**config.mk**
```make
export PLATFORM = sky130hd
export DESIGN_NAME = acbc_ram
export DESIGN_NICKNAME = d
export VERILOG_FILES = /design/src/design/acbc_ram.sv
export SDC_FILE = /design/constraint.sdc
export NUM_CORES = 2
export LEC_CHECK = 0
export ABC_CLOCK_PERIOD_IN_PS = 9800
export BUFFER_PORTS_ARGS = -buffer_cell sky130_fd_sc_hd__buf_2
export CORE_MARGIN = 2
export CORE_UTILIZATION = 45
export CTS_BUF_LIST = sky130_fd_sc_hd__clkbuf_4
export DETAILED_ROUTE_END_ITERATION = 7
export PLACE_DENSITY_LB_ADDON = 0.12
export SLEW_MARGIN = 20
export SYNTH_ARGS = -nofsm -noshare
export SYNTH_HDL_FRONTEND = slang
export SYNTH_SLANG_ARGS = --single-unit
```
**constraint.sdc**
```tcl
create_clock -name clk -period 9.8 [get_ports clk]
set_clock_uncertainty 0.1 [all_clocks]
set_input_delay 0 -clock clk [delete_from_list [all_inputs] [get_ports clk]]
set_output_delay 0 -clock clk [all_outputs]
set_load 0.02 [all_outputs]
```
**src/design/acbc_ram.sv**
```systemverilog
// Generic single-port-write, registered-read RAM.
`default_nettype none
module acbc_ram #(
    parameter int unsigned WIDTH = 32,
    parameter int unsigned DEPTH = 60
) (
    input  wire logic                     clk,
    input  wire logic                     wr_en,
    input  wire logic [$clog2(DEPTH)-1:0] wr_addr,
    input  wire logic [WIDTH-1:0]         wr_data,
    input  wire logic [$clog2(DEPTH)-1:0] rd_addr,
    output logic      [WIDTH-1:0]         rd_data
);

    logic [WIDTH-1:0] mem [DEPTH];

    always_ff @(posedge clk)
    begin
        if (wr_en)
            mem[wr_addr] <= wr_data;
        rd_data <= mem[rd_addr];
    end

endmodule
`default_nettype wire

```
==> metrics.cfg <==
[cts]
clk_latency_ps = 1400
cts_hold_buf = 140
htree_levels = 5
cts_buffers = 492
clock_path_buffers = 4
clock_sink_count = 1952
cts_setup_buffers = 0
clk_pin_slew_worst_paths_ps = 70
tritoncts = done
cts_root_buf = clkbuf_4
cts_resized = 0

[die]
row_count = 148
core_mm2 = 0.163
die_y_um = 409
start_util = 0.453
die_width_um = 409
ios = 78
dieArea_mm2 = 0.167

[critical_path]
worstPathMaxFanout = 40
r2r_setup_slack_ps = 6620
slowest_delay_ps = 730
critPathKind = primary input to flip-flop
start_kind = primary input
arrival_ps = 4950
crit_path_end_kind = flip-flop
ff2ff_path_depth = 7
rr_startpoint = mem[4][13]
r2r_end = rd_data[13]
critPathRequiredTime_ps = 10990
crit_chain = dlygate4sd3_1, dlygate4sd3_1, buf_4, buf_4, nor2b_4, buf_4, a21oi_1, o211a_1, a31oi_1, dlygate4sd3_1, and3_1, dlygate4sd3_1
slowest_stage = buf_4
crit_top_cell = dlygate4sd3_1

[power_and_ir_drop]
vdd_drop_max_mv = 0.132
p_per_area_mw_per_mm2 = 196
cellLeakagePower_uw = 0.0272
p_total_uw = 16700

[placement]
gp_congestion = 0.738
port_buffers = 77
hpwl_um = 101000
place_ws_ps = 5590
placedCellCount = 5419

[global_routing]
grt_start_max_net_pins = 151
grt_pass1_wl_um = 284000
grt_pass1_vias = 39300
grt_overflow = 0
grt_usage = 0.243
antenna_found_initial = 10

[timing]
rsz0062_at_grt = false
fmax_mhz = 265
finalMaxSlewViolations = 0
hold_viol_final = 0
setup_viol = 0
worst_slew_pin_slew_ps = 1210
period_share = 0.385
slew_headroom = 0.192
worst_slack_ps = 6030
min_period_ps = 3770
fin_tns_setup_ps = 0

[finish]
fillers = 12900
layout.nets = 3925
final_cell_mix = 1,920 x edfxtp_1, 715 x clkbuf_4, 461 x mux4_2, 109 x a22oi_1, 107 x dlygate4sd3_1
final_cells = 6414
layout_commonest_cell = edfxtp_1
drive_gt1_frac = 0.353
regArea_mm2 = 0.0583
area_growth_pct = 15.3
fin_util = 0.523
multi_input_area_mm2 = 0.0150

[synth]
syn-num-nets = 3310
synth-seq-area-share = 0.790
synth_top_cell_by_area = edfxtp_1
synth_top_area_frac = 0.781
synth.area.top_cells = edfxtp_1 78%, mux4_2 14%, a22oi_1 1.1%, dfxtp_1 0.87%, mux2i_1 0.52%
synthCells = 3264
synth-edff-count = 1920
synth_flop_cell = edfxtp_1
synth-warning-count = 0
synth_area_mm2 = 0.0738
ys_ff_latch = 1952
synth_area_per_cell_um2 = 22.6
synth.distinct_cells = 38
synth-async-reset-ratio = 0

[hold_path]
hold_path.class = primary input to flip-flop
holdPathStages = 4
whs_endpoint = mem[40][11]
worstHoldStart = wr_data[11]

[detailed_routing]
drt_iter0_drc = 4149
vias = 37800
via_per_inst = 5.89
drc_errors = 0
first_pass_iters = 5
wire_per_inst_um = 31.5
wirelength_um = 202000
antenna_left = 0

[flow_run]
maxCapViolCount = 0

[status]
outcome = finished, final reports clean

-- state kept, by name, summed over array words and instances (netlist names) --
signal / flops
mem: 1920
rd_data: 32
-- worst max-delay path: cells and delay by family --
family | cells | cell delay (ps)
buffers and inverters | 7 | 3620
AND/OR/NAND/NOR | 2 | 790
AO/OA/AOI/OAI | 3 | 420
-- metrics by stage --
step / cell area, µm² / hold WS [ps]
3_3_place_gp: 77200 / 320
6_report: 85100 / 151
5_1_grt: 85100 / 56.6
3_5_place_dp: 77200 / 317
4_1_cts: 85000 / 4.01
2_1_floorplan: 73800 / -1.13
-- how the worst max path moves through the flow --
| stage | end | slack, ps | from | cells after the start |
|---|---|---|---|---|
| final | rd_data[6] | 6030 | rd_addr[2] | 12 |
| after global routing | rd_data[2] | 5770 | rd_addr[0] | 9 |
| after CTS | rd_data[2] | 5960 | rd_addr[0] | 9 |
| after detailed placement | rd_data[10] | 5590 | rd_addr[0] | 7 |
| after global placement | rd_data[10] | 5580 | rd_addr[0] | 7 |
| after floorplan | mem[32][0] | 6560 | wr_addr[4] | 4 |
-- synth_stat cells (all sizes together) (4+ instances only) --
library cell,n
nand3,43
mux2i,38
buf,98
nand2,62
o21ai,83
and3,19
edfxtp,1920
dfxtp,32
mux4,461
nor2b,8
o211a,19
and2,4
a221oi,19
clkbuf,91
o21a,19
a31o,13
o211ai,32
a22o,26
a21oi,45
a22oi,109
nor2,86
a31oi,19
-- where the power goes --
part / switching, µW / internal (µW) / leakage, µW
sequential: 37.6 / 9240 / 0.0175
clock: 3130 / 3390 / 0.00357
combinational: 558 / 344 / 0.00610
total: 3730 / 13000 / 0.0272
-- area by class of cell --
| class | instances | area share |
|---|---|---|
| Timing Repair Buffer | 310 | 0.0365 |
| Tap cell | 2175 | 0.0320 |
| Clock inverter | 124 | 0.00663 |
| Clock buffer | 715 | 0.0631 |
| Multi-Input combinational cell | 1120 | 0.176 |
| Antenna cell | 15 | 0.000441 |
| Inverter | 3 | 0.000132 |
| Sequential cell | 1952 | 0.685 |
-- layer usage --
layer	wire, µm	vias to the layer above	track usage
met5	0	-	0
met1	78800	20100	0.319
met3	16400	352	0.0552
met2	99600	1793	0.391
li1	-	15500	-
met4	7490	0	0.108
-- cell families after synthesis --
family / Yosys count / share of synthesized area
multiplexers: 499 / 0.146
AND/OR/NAND/NOR: 237 / 0.0145
buffers and inverters: 192 / 0.0138
flip-flops: 1952 / 0.790
AO/OA/AOI/OAI: 384 / 0.0360
No activity file was read; power rests on OpenSTA's default activity.
